**src/sv/tsq_pkg.sv**
```systemverilog
// Shared types and constants for the thermocouple sample qualifier.
// Used by the top level, the median stage, the divider and the checker.
// No dependencies.
package tsq_pkg;

  // Field widths, fixed by the converter reading format.
  localparam int TEMP_W     = 12;
  localparam int CJ_W       = 8;
  localparam int MASK_W     = 4;
  localparam int MS_W       = 16;
  localparam int BLANK_W    = 10;
  localparam int STREAK_W   = 8;
  localparam int CFG_DATA_W = 10;
  localparam int CFG_IDX_W  = 1;

  // Running sum of the moving average; holds up to sixteen temperatures.
  localparam int SUM_W = 16;

  // Default depth of the moving average window.
  localparam int AVG_DEPTH_DEF = 10;

  // Configuration register indexes.
  localparam logic [CFG_IDX_W-1:0] CFG_BLANK_TIME = 1'd0;
  localparam logic [CFG_IDX_W-1:0] CFG_STREAK     = 1'd1;

  // Configuration reset values.
  localparam logic [BLANK_W-1:0]  BLANK_RST  = 10'd100;
  localparam logic [STREAK_W-1:0] STREAK_RST = 8'd2;

  // Saturation value of the valid streak counter.
  localparam logic [STREAK_W-1:0] RUN_MAX = 8'd255;

  // Bit positions in the fault mask.
  localparam int MASK_FAULT = 0;
  localparam int MASK_VCC   = 1;
  localparam int MASK_GND   = 2;
  localparam int MASK_OPEN  = 3;

  // Request to the serial divider.
  typedef struct packed {
    logic                    start;
    logic signed [SUM_W-1:0] dividend;
  } div_req_t;

  // Response from the serial divider.
  typedef struct packed {
    logic                    done;
    logic signed [SUM_W-1:0] quotient;
  } div_rsp_t;

endpackage

```
**src/sv/tsq_ram.sv**
```systemverilog
// Generic single-port-write, single-port-read RAM with registered read data.
// No dependencies.
module tsq_ram #(
  parameter int WIDTH = 12,
  parameter int DEPTH = 10
) (
  input  logic                                 clk_i,
  input  logic                                 we_i,
  input  logic [(DEPTH > 1 ? $clog2(DEPTH) : 1)-1:0] waddr_i,
  input  logic [WIDTH-1:0]                     wdata_i,
  input  logic                                 re_i,
  input  logic [(DEPTH > 1 ? $clog2(DEPTH) : 1)-1:0] raddr_i,
  output logic [WIDTH-1:0]                     rdata_o
);

  logic [WIDTH-1:0] mem_q [DEPTH];

  // Write port.
  always_ff @(posedge clk_i) begin
    if (we_i) begin
      mem_q[waddr_i] <= wdata_i;
    end
  end

  // Registered read port.
  always_ff @(posedge clk_i) begin
    if (re_i) begin
      rdata_o <= mem_q[raddr_i];
    end
  end

endmodule

```
**src/sv/tsq_median.sv**
```systemverilog
// Three-entry sample history and median-of-three selection.
// Depends on tsq_pkg for the temperature width.
module tsq_median import tsq_pkg::*; (
  input  logic                     clk_i,
  input  logic                     rst_ni,
  input  logic                     upd_i,
  input  logic signed [TEMP_W-1:0] sample_i,
  output logic signed [TEMP_W-1:0] filt_o
);

  localparam int HIST_DEPTH = 3;
  localparam logic [1:0] SLOT_LAST = 2'(HIST_DEPTH - 1);
  localparam logic [1:0] HIST_FULL = 2'(HIST_DEPTH);

  logic signed [TEMP_W-1:0] hist_q [HIST_DEPTH];
  logic signed [TEMP_W-1:0] hist_d [HIST_DEPTH];
  logic [1:0] slot_q, slot_d;
  logic [1:0] count_q, count_d;

  function automatic logic signed [TEMP_W-1:0] mid3(
    input logic signed [TEMP_W-1:0] a,
    input logic signed [TEMP_W-1:0] b,
    input logic signed [TEMP_W-1:0] c
  );
    logic signed [TEMP_W-1:0] lo, hi, m;
    lo = (a < b) ? a : b;
    hi = (a < b) ? b : a;
    m  = (hi < c) ? hi : c;
    return (lo > m) ? lo : m;
  endfunction

  // History with the new sample in place, and the next slot and fill.
  always_comb begin
    for (int i = 0; i < HIST_DEPTH; i++) begin
      hist_d[i] = (slot_q == 2'(i)) ? sample_i : hist_q[i];
    end
    slot_d  = (slot_q == SLOT_LAST) ? 2'd0 : slot_q + 2'd1;
    count_d = (count_q == HIST_FULL) ? count_q : count_q + 2'd1;
  end

  // Until the history is full the sample stands for itself.
  assign filt_o = (count_d == HIST_FULL) ? mid3(hist_d[0], hist_d[1], hist_d[2])
                                         : sample_i;

  always_ff @(posedge clk_i or negedge rst_ni) begin
    if (!rst_ni) begin
      slot_q  <= '0;
      count_q <= '0;
      for (int i = 0; i < HIST_DEPTH; i++) begin
        hist_q[i] <= '0;
      end
    end else if (upd_i) begin
      slot_q  <= slot_d;
      count_q <= count_d;
      for (int i = 0; i < HIST_DEPTH; i++) begin
        hist_q[i] <= hist_d[i];
      end
    end
  end

endmodule

```
**src/sv/tsq_div.sv**
```systemverilog
// Bit-serial signed divider: one quotient bit per cycle, truncating toward zero.
// Depends on tsq_pkg for the sum width and the request/response structs.
module tsq_div import tsq_pkg::*; #(
  parameter int DIVISOR_W = 4
) (
  input  logic                 clk_i,
  input  logic                 rst_ni,
  input  div_req_t             req_i,
  input  logic [DIVISOR_W-1:0] divisor_i,
  output div_rsp_t             rsp_o
);

  localparam int ITER_W = $clog2(SUM_W + 1);
  localparam logic [ITER_W-1:0] ITERS = ITER_W'(SUM_W);

  logic                 busy_q;
  logic                 neg_q;
  logic [ITER_W-1:0]    cnt_q;
  logic [SUM_W-1:0]     quo_q;
  logic [DIVISOR_W-1:0] rem_q;
  logic [DIVISOR_W-1:0] dsr_q;

  logic [DIVISOR_W:0]   trial;
  logic [DIVISOR_W:0]   diff;
  logic                 ge;
  logic [SUM_W-1:0]     mag;

  // Magnitude of the dividend; the most negative sum maps to its unsigned value.
  assign mag = req_i.dividend[SUM_W-1] ? (~req_i.dividend + SUM_W'(1))
                                       : req_i.dividend;

  // One restoring step: shift in the next dividend bit and try a subtract.
  assign trial = {rem_q, quo_q[SUM_W-1]};
  assign diff  = trial - {1'b0, dsr_q};
  assign ge    = (trial >= {1'b0, dsr_q});

  always_ff @(posedge clk_i or negedge rst_ni) begin
    if (!rst_ni) begin
      busy_q <= 1'b0;
      cnt_q  <= '0;
    end else if (req_i.start) begin
      busy_q <= 1'b1;
      cnt_q  <= ITERS;
    end else if (busy_q) begin
      if (cnt_q == '0) begin
        busy_q <= 1'b0;
      end else begin
        cnt_q <= cnt_q - ITER_W'(1);
      end
    end
  end

  // Datapath registers need no reset.
  always_ff @(posedge clk_i) begin
    if (req_i.start) begin
      neg_q <= req_i.dividend[SUM_W-1];
      quo_q <= mag;
      rem_q <= '0;
      dsr_q <= divisor_i;
    end else if (busy_q && (cnt_q != '0)) begin
      rem_q <= ge ? diff[DIVISOR_W-1:0] : trial[DIVISOR_W-1:0];
      quo_q <= {quo_q[SUM_W-2:0], ge};
    end
  end

  assign rsp_o.done     = busy_q && (cnt_q == '0);
  assign rsp_o.quotient = neg_q ? -$signed(quo_q) : $signed(quo_q);

endmodule

```
**src/sv/thermocouple_sample_qualifier.sv**
```systemverilog
// Top level of the thermocouple sample qualifier.
// Depends on tsq_pkg, tsq_ram, tsq_median and tsq_div.
//
// Qualifies one converter reading per transfer: blanks readings taken too soon
// after a relay switch, filters valid readings through a median of three,
// waits for a streak of valid readings, then reports a moving average of up
// to AVG_DEPTH samples (truncated toward zero) or the last average held. A
// reading whose read_ok is low is taken and gives no result. An invalid or
// withheld reading goes from evaluation straight to the output register. A
// released reading passes through the window update and the bit-serial
// divider, which forms one quotient bit per cycle over the 16-bit running sum.
// The window samples live in a RAM that is read once and written once per
// released reading; it needs no clearing pass after reset. The input accepts
// a new reading while a finished result still waits in the output register.
module thermocouple_sample_qualifier import tsq_pkg::*; #(
  parameter int AVG_DEPTH = AVG_DEPTH_DEF
) (
  input  logic                     clk_i,
  input  logic                     rst_ni,
  // Configuration write port.
  input  logic                     cfg_we_i,
  input  logic [CFG_IDX_W-1:0]     cfg_idx_i,
  input  logic [CFG_DATA_W-1:0]    cfg_data_i,
  // Input channel.
  input  logic                     in_valid_i,
  output logic                     in_stall_o,
  input  logic                     read_ok_i,
  input  logic signed [TEMP_W-1:0] probe_temp_i,
  input  logic signed [CJ_W-1:0]   cold_junction_temp_i,
  input  logic                     fault_any_i,
  input  logic                     short_to_vcc_i,
  input  logic                     short_to_gnd_i,
  input  logic                     open_circuit_i,
  input  logic                     relay_in_tc_mode_i,
  input  logic [MS_W-1:0]          ms_since_switch_i,
  // Output channel.
  output logic                     out_valid_o,
  input  logic                     out_stall_i,
  output logic signed [TEMP_W-1:0] reported_temp_o,
  output logic                     fresh_o,
  output logic [MASK_W-1:0]        fault_mask_o,
  output logic signed [CJ_W-1:0]   junction_temp_out_o
);

  localparam int SLOT_W = (AVG_DEPTH > 1) ? $clog2(AVG_DEPTH) : 1;
  localparam int CNT_W  = $clog2(AVG_DEPTH + 1);
  localparam logic [SLOT_W-1:0] SLOT_LAST = SLOT_W'(AVG_DEPTH - 1);
  localparam logic [CNT_W-1:0]  CNT_FULL  = CNT_W'(AVG_DEPTH);

  // Sequencer states.
  localparam logic [2:0] ST_IDLE = 3'd0;
  localparam logic [2:0] ST_EVAL = 3'd1;
  localparam logic [2:0] ST_UPD  = 3'd2;
  localparam logic [2:0] ST_DIV  = 3'd3;
  localparam logic [2:0] ST_OUT  = 3'd4;

  logic [2:0]               state_q;
  logic [BLANK_W-1:0]       blank_q;
  logic [STREAK_W-1:0]      streak_q;
  logic [STREAK_W-1:0]      run_q, run_d;
  logic signed [SUM_W-1:0]  sum_q, sum_d;
  logic [SLOT_W-1:0]        slot_q, slot_d;
  logic [CNT_W-1:0]         cnt_q, cnt_d;
  logic signed [TEMP_W-1:0] held_q;
  logic                     fresh_q;

  // Item held while it is worked on.
  logic signed [TEMP_W-1:0] tc_q;
  logic signed [CJ_W-1:0]   cj_q;
  logic [MASK_W-1:0]        mask_q;
  logic                     smp_valid_q;

  // Output register.
  logic                     out_valid_q;
  logic signed [TEMP_W-1:0] rep_q;
  logic                     out_fresh_q;
  logic [MASK_W-1:0]        out_mask_q;
  logic signed [CJ_W-1:0]   out_cj_q;

  logic                     in_xfer;
  logic                     out_free;
  logic                     smp_valid;
  logic                     release_ok;
  logic                     win_full;
  logic signed [TEMP_W-1:0] filt;
  logic [TEMP_W-1:0]        ram_rdata;
  logic signed [SUM_W-1:0]  old_ext;
  logic signed [SUM_W-1:0]  tc_ext;
  logic [MASK_W-1:0]        mask_in;
  div_req_t                 div_req;
  div_rsp_t                 div_rsp;

  // Configuration registers.
  always_ff @(posedge clk_i or negedge rst_ni) begin
    if (!rst_ni) begin
      blank_q  <= BLANK_RST;
      streak_q <= STREAK_RST;
    end else if (cfg_we_i) begin
      case (cfg_idx_i)
        CFG_BLANK_TIME: blank_q  <= cfg_data_i[BLANK_W-1:0];
        CFG_STREAK:     streak_q <= cfg_data_i[STREAK_W-1:0];
        default:        ;
      endcase
    end
  end

  // Input handshake and sample qualification.
  assign in_stall_o = (state_q != ST_IDLE);
  assign in_xfer    = in_valid_i && !in_stall_o;
  assign smp_valid  = relay_in_tc_mode_i && (ms_since_switch_i >= MS_W'(blank_q));

  always_comb begin
    mask_in             = '0;
    mask_in[MASK_FAULT] = fault_any_i;
    mask_in[MASK_VCC]   = short_to_vcc_i;
    mask_in[MASK_GND]   = short_to_gnd_i;
    mask_in[MASK_OPEN]  = open_circuit_i;
  end

  // Streak counter and release decision.
  assign run_d      = (run_q == RUN_MAX) ? run_q : run_q + STREAK_W'(1);
  assign release_ok = (run_d >= streak_q);

  // Median of the last three valid samples.
  tsq_median u_median (
    .clk_i    (clk_i),
    .rst_ni   (rst_ni),
    .upd_i    ((state_q == ST_EVAL) && smp_valid_q),
    .sample_i (tc_q),
    .filt_o   (filt)
  );

  // Window store: read the oldest entry, then overwrite it with the new value.
  tsq_ram #(
    .WIDTH (TEMP_W),
    .DEPTH (AVG_DEPTH)
  ) u_ring (
    .clk_i   (clk_i),
    .we_i    (state_q == ST_UPD),
    .waddr_i (slot_q),
    .wdata_i (tc_q),
    .re_i    ((state_q == ST_EVAL) && smp_valid_q && release_ok),
    .raddr_i (slot_q),
    .rdata_o (ram_rdata)
  );

  // Running sum, fill count and slot update.
  assign win_full = (cnt_q == CNT_FULL);
  assign old_ext  = win_full ? SUM_W'($signed(ram_rdata)) : '0;
  assign tc_ext   = SUM_W'(tc_q);
  assign sum_d    = sum_q - old_ext + tc_ext;
  assign cnt_d    = win_full ? cnt_q : cnt_q + CNT_W'(1);
  assign slot_d   = (slot_q == SLOT_LAST) ? '0 : slot_q + SLOT_W'(1);

  // Average = sum / fill count.
  assign div_req.start    = (state_q == ST_UPD);
  assign div_req.dividend = sum_d;

  tsq_div #(
    .DIVISOR_W (CNT_W)
  ) u_div (
    .clk_i     (clk_i),
    .rst_ni    (rst_ni),
    .req_i     (div_req),
    .divisor_i (cnt_d),
    .rsp_o     (div_rsp)
  );

  assign out_free = !out_valid_q || !out_stall_i;

  // Sequencer and filter state.
  always_ff @(posedge clk_i or negedge rst_ni) begin
    if (!rst_ni) begin
      state_q <= ST_IDLE;
      run_q   <= '0;
      sum_q   <= '0;
      slot_q  <= '0;
      cnt_q   <= '0;
      held_q  <= '0;
      fresh_q <= 1'b0;
    end else begin
      case (state_q)
        ST_IDLE: begin
          if (in_xfer && read_ok_i) begin
            state_q <= ST_EVAL;
          end
        end
        ST_EVAL: begin
          if (!smp_valid_q) begin
            run_q   <= '0;
            fresh_q <= 1'b0;
            state_q <= ST_OUT;
          end else begin
            run_q <= run_d;
            if (release_ok) begin
              state_q <= ST_UPD;
            end else begin
              fresh_q <= 1'b0;
              state_q <= ST_OUT;
            end
          end
        end
        ST_UPD: begin
          sum_q   <= sum_d;
          cnt_q   <= cnt_d;
          slot_q  <= slot_d;
          state_q <= ST_DIV;
        end
        ST_DIV: begin
          if (div_rsp.done) begin
            held_q  <= div_rsp.quotient[TEMP_W-1:0];
            fresh_q <= 1'b1;
            state_q <= ST_OUT;
          end
        end
        ST_OUT: begin
          if (out_free) begin
            state_q <= ST_IDLE;
          end
        end
        default: state_q <= ST_IDLE;
      endcase
    end
  end

  // Item capture; the released value replaces the raw reading.
  always_ff @(posedge clk_i) begin
    if (in_xfer) begin
      tc_q        <= probe_temp_i;
      cj_q        <= cold_junction_temp_i;
      mask_q      <= mask_in;
      smp_valid_q <= smp_valid;
    end else if ((state_q == ST_EVAL) && smp_valid_q && release_ok) begin
      tc_q <= filt;
    end
  end

  // Output register valid.
  always_ff @(posedge clk_i or negedge rst_ni) begin
    if (!rst_ni) begin
      out_valid_q <= 1'b0;
    end else if ((state_q == ST_OUT) && out_free) begin
      out_valid_q <= 1'b1;
    end else if (out_valid_q && !out_stall_i) begin
      out_valid_q <= 1'b0;
    end
  end

  // Output register payload.
  always_ff @(posedge clk_i) begin
    if ((state_q == ST_OUT) && out_free) begin
      rep_q       <= held_q;
      out_fresh_q <= fresh_q;
      out_mask_q  <= mask_q;
      out_cj_q    <= cj_q;
    end
  end

  assign out_valid_o         = out_valid_q;
  assign reported_temp_o     = rep_q;
  assign fresh_o             = out_fresh_q;
  assign fault_mask_o        = out_mask_q;
  assign junction_temp_out_o = out_cj_q;

endmodule

```
**config.mk**
```make
export PLATFORM = sky130hd
export DESIGN_NAME = thermocouple_sample_qualifier
export DESIGN_NICKNAME = d
export VERILOG_FILES = /design/src/sv/tsq_pkg.sv /design/src/sv/tsq_ram.sv /design/src/sv/tsq_median.sv /design/src/sv/tsq_div.sv /design/src/sv/thermocouple_sample_qualifier.sv
export SDC_FILE = /design/constraint.sdc
export NUM_CORES = 1
export LEC_CHECK = 0
export BUFFER_PORTS_ARGS = -buffer_cell sky130_fd_sc_hd__buf_2
export CAP_MARGIN = 20
export CORE_UTILIZATION = 62
export DETAILED_ROUTE_END_ITERATION = 7
export PLACE_DENSITY_LB_ADDON = 0.05
export SLEW_MARGIN = 10
export SYNTH_ARGS = -nofsm -noshare
export SYNTH_HDL_FRONTEND = slang
export SYNTH_SLANG_ARGS = --single-unit
export TNS_END_PERCENT = 100
```
**constraint.sdc**
```tcl
create_clock -name clk_i -period 7.55 [get_ports clk_i]
set_clock_uncertainty 0.05 [all_clocks]
set_input_delay 1.1325 -clock clk_i [delete_from_list [all_inputs] [get_ports clk_i]]
set_output_delay 1.1325 -clock clk_i [all_outputs]
set_load 0.05 [all_outputs]
```
==> impl_metrics.json <==
{
  "clkSinkCount": 320,
  "crit_type": "flop to flop",
  "cts_resized": 0,
  "slew_violations": 0,
  "ys_seq_area_share_pct": 54.5,
  "rows": 59,
  "crit_buf_inv": 2,
  "hp-class": "flop to flop",
  "die_w_um": 165,
  "rsz0062_at_grt": "no",
  "critPathMostFrequentCell": "a21oi_1",
  "met3_usage_pct": 4.05,
  "vias_per_cell": 5.86,
  "violations": "design-rule violations",
  "final_nets": 1705,
  "tns_ps": 0,
  "maxCapViolCount": 0,
  "synth_edf_count": 203,
  "synth_seq_cells": 320,
  "totalWireLength_mm": 36.2,
  "synth_top_cell_area_share_pct": 36.9,
  "initial_core_util_pct": 63.3,
  "endpoint_kind": "flop",
  "cp_top_family": "compound AO/OA/AOI/OAI gates",
  "cts-htree-levels": 2,
  "grtUsageTotal_pct": 27.6,
  "clock_latency_ps": 530,
  "post-dp-hpwl_mm": 24.9,
  "path_clk_slew_ps": 60,
  "final_layout_size_suffix_gt1_share_pct": 14.9,
  "slowest_stage": "nand2b_1",
  "yosysTopAreaCell": "edfxtp_1",
  "yosysWarnings": 0,
  "startpoint_type": "flop",
  "syn_avg_cell_area_um2": 11.4,
  "clock.fmax_ghz": 0.142,
  "syn2layout_area_growth_pct": 12.4,
  "grt_pass1_wl_mm": 57.7,
  "netlist_instances": 1456,
  "ys.flop_type": "edfxtp_1",
  "cts_tree": "done",
  "cp_data_arrival_time_ps": 7260,
  "cts_setup_buffers": 0,
  "first_pass_iters": 8,
  "routabilityCongestion": 0.950,
  "worst_slew_pin_slew_ps": 1040,
  "root_buffer": "clkbuf_16",
  "drtIter0Drc": 969,
  "numCtsBuffers": 35,
  "io_buffers": 84,
  "io_pins": 85,
  "synthTopCellsByArea": "edfxtp_1, dfrtp_1, ha_1, a21oi_1, mux4_2",
  "wl_per_cell_um": 18.9,
  "die_area_mm2": 0.0273,
  "synthArstFlopShare_pct": 35.3,
  "cts_buffer_depth": 3,
  "grt_pass1_vias": 11000,
  "gr-total-overflow": 0,
  "cpPeakStageDelay_ps": 480,
  "hold_viol_final": 0,
  "cp.required_ps": 7780,
  "route.detailed.drc": 18,
  "synthesis.nets": 1606,
  "relSlewSlack_pct": 30.4,
  "vias": 11200,
  "synth_cell_type_count": 74,
  "outcome": "finished with violations",
  "antenna_found_initial": 0,
  "final_core_util_pct": 71.1,
  "use_met2_pct": 46.8,
  "die_h_um": 165,
  "setup_viol": 0,
  "grt_busiest_layer": "met2",
  "period_needed_ps": 7030,
  "finalCritPeriodShare_pct": 93.1,
  "hold_buffers": 0,
  "diodes": 0,
  "use_met1_pct": 37.0,
  "grt_max_degree": 69,
  "core_area_mm2": 0.0261,
  "cp_max_fo": 16,
  "syn_area_mm2": 0.0165,
  "postRouteAntennaNets": 0
}
[worst paths after layout]
kind                                                start                        endpoint  slack (ps)  cells after the start
setup / recovery           u_median.slot_q[0]$_DFFE_PN0P_              tc_q[10]$_DFFE_PP_         520                     32
hold / removal                        mask_q[3]$_DFFE_PP_       fault_mask_o[3]$_DFFE_PP_         370                      0
setup reg to reg           u_median.slot_q[0]$_DFFE_PN0P_              tc_q[10]$_DFFE_PP_         520                     32
hold reg to reg                       mask_q[3]$_DFFE_PP_       fault_mask_o[3]$_DFFE_PP_         370                      0
max in group asynchronous                          rst_ni           slot_q[0]$_DFFE_PN0P_        5490                      2
min in group asynchronous                          rst_ni  u_median.hist_q[5]$_DFFE_PN0P_         650                      1
[cells by family after synthesis]
| family | Yosys count | share of synthesized area [%] |
|---|---|---|
| AOI/OAI and AO/OA | 329 | 11.9 |
| xor gates and xnor gates | 60 | 3.22 |
| adders and majority gates | 92 | 7.69 |
| buffers and inverters | 180 | 4.45 |
| DFF | 320 | 54.5 |
| muxes | 86 | 7.18 |
| and+or+nand+nor | 389 | 11.1 |
[through the flow]
stage | setup slack [ps] | std cells | cell area, um^2 | hold slack [ps]
final | 519 | 1916 | 18600 | 368
after global placement | 865 | 1846 | 17400 | 351
after floorplan | 632 | 1456 | 16500 | 350
after global routing | 67.6 | 1916 | 18600 | 379
after CTS | 603 | 1912 | 18500 | 369
after detailed placement | 609 | 1849 | 17400 | 355
[state kept, by name, summed over array words and instances (netlist names), 10 cells and up]
name,flops
reported_temp_o,12
held_q,12
sum_q,16
u_div.quo_q,16
blank_q,10
tc_q,12
u_ring.mem_q,120
u_ring.rdata_o,12
u_median.hist_q,36
[cell usage in the layout (no fill, tap or decap), drive strengths merged, types with 24 or more instances in the layout]
cell / instances
edfxtp: 203
nand2: 134
buf: 125
inv: 118
o21ai: 113
dfrtp: 109
nor2: 109
a21oi: 108
ha: 76
clkbuf: 52
mux2i: 51
xnor2: 43
nor2b: 27
mux4: 24
[cell type report]
type	count	area [um^2]
clock buffers	52	1020
clock inverters	11	143
fillers	1908	7550
inverters	117	439
multi-input cells	956	6810
flip-flops and latches	320	9010
well taps	335	419
repair buffers	125	742
[cells in the mapped netlist, drive strengths merged (3+ instances only)]
| cell | instances |
|---|---|
| a211oi | 20 |
| a21boi | 5 |
| a21o | 15 |
| a21oi | 108 |
| a22o | 13 |
| a31o | 3 |
| a31oi | 11 |
| and2 | 12 |
| and3 | 5 |
| buf | 17 |
| clkbuf | 46 |
| dfrtp | 109 |
| dfstp | 4 |
| dfxtp | 4 |
| edfxtp | 203 |
| fa | 16 |
| ha | 76 |
| inv | 117 |
| mux2 | 11 |
| mux2i | 51 |
| mux4 | 24 |
| nand2 | 134 |
| nand2b | 20 |
| nand3 | 18 |
| nand3b | 3 |
| nand4 | 9 |
| nor2 | 109 |
| nor2b | 27 |
| nor3 | 14 |
| nor4 | 6 |
| nor4b | 3 |
| o211ai | 4 |
| o21a | 6 |
| o21ai | 113 |
| o21bai | 4 |
| o22ai | 7 |
| o31ai | 7 |
| or2 | 4 |
| or3 | 16 |
| xnor2 | 43 |
| xor2 | 17 |
[worst register-to-register path: cells and delay by family, from the launching register on]
kind | cells | cell delay (ps)
AO/OA/AOI/OAI | 16 | 2710
adder cells (fa/ha/maj) | 3 | 970
XOR/XNOR | 1 | 240
AND/OR/NAND/NOR | 9 | 1840
flip-flops | 1 | 420
buffers and inverters | 2 | 440
multiplexers | 1 | 140
[per-layer routing]
metal	share of wire (%)	vias up
met2	48	356
met4	2.7	0
met3	5.4	71
li1	-	5398
met5	0	-
met1	44	5406
Power is left out: the tool's default activity adds up to more than one toggle a clock period on the data nets, which glitch-free logic cannot reach.
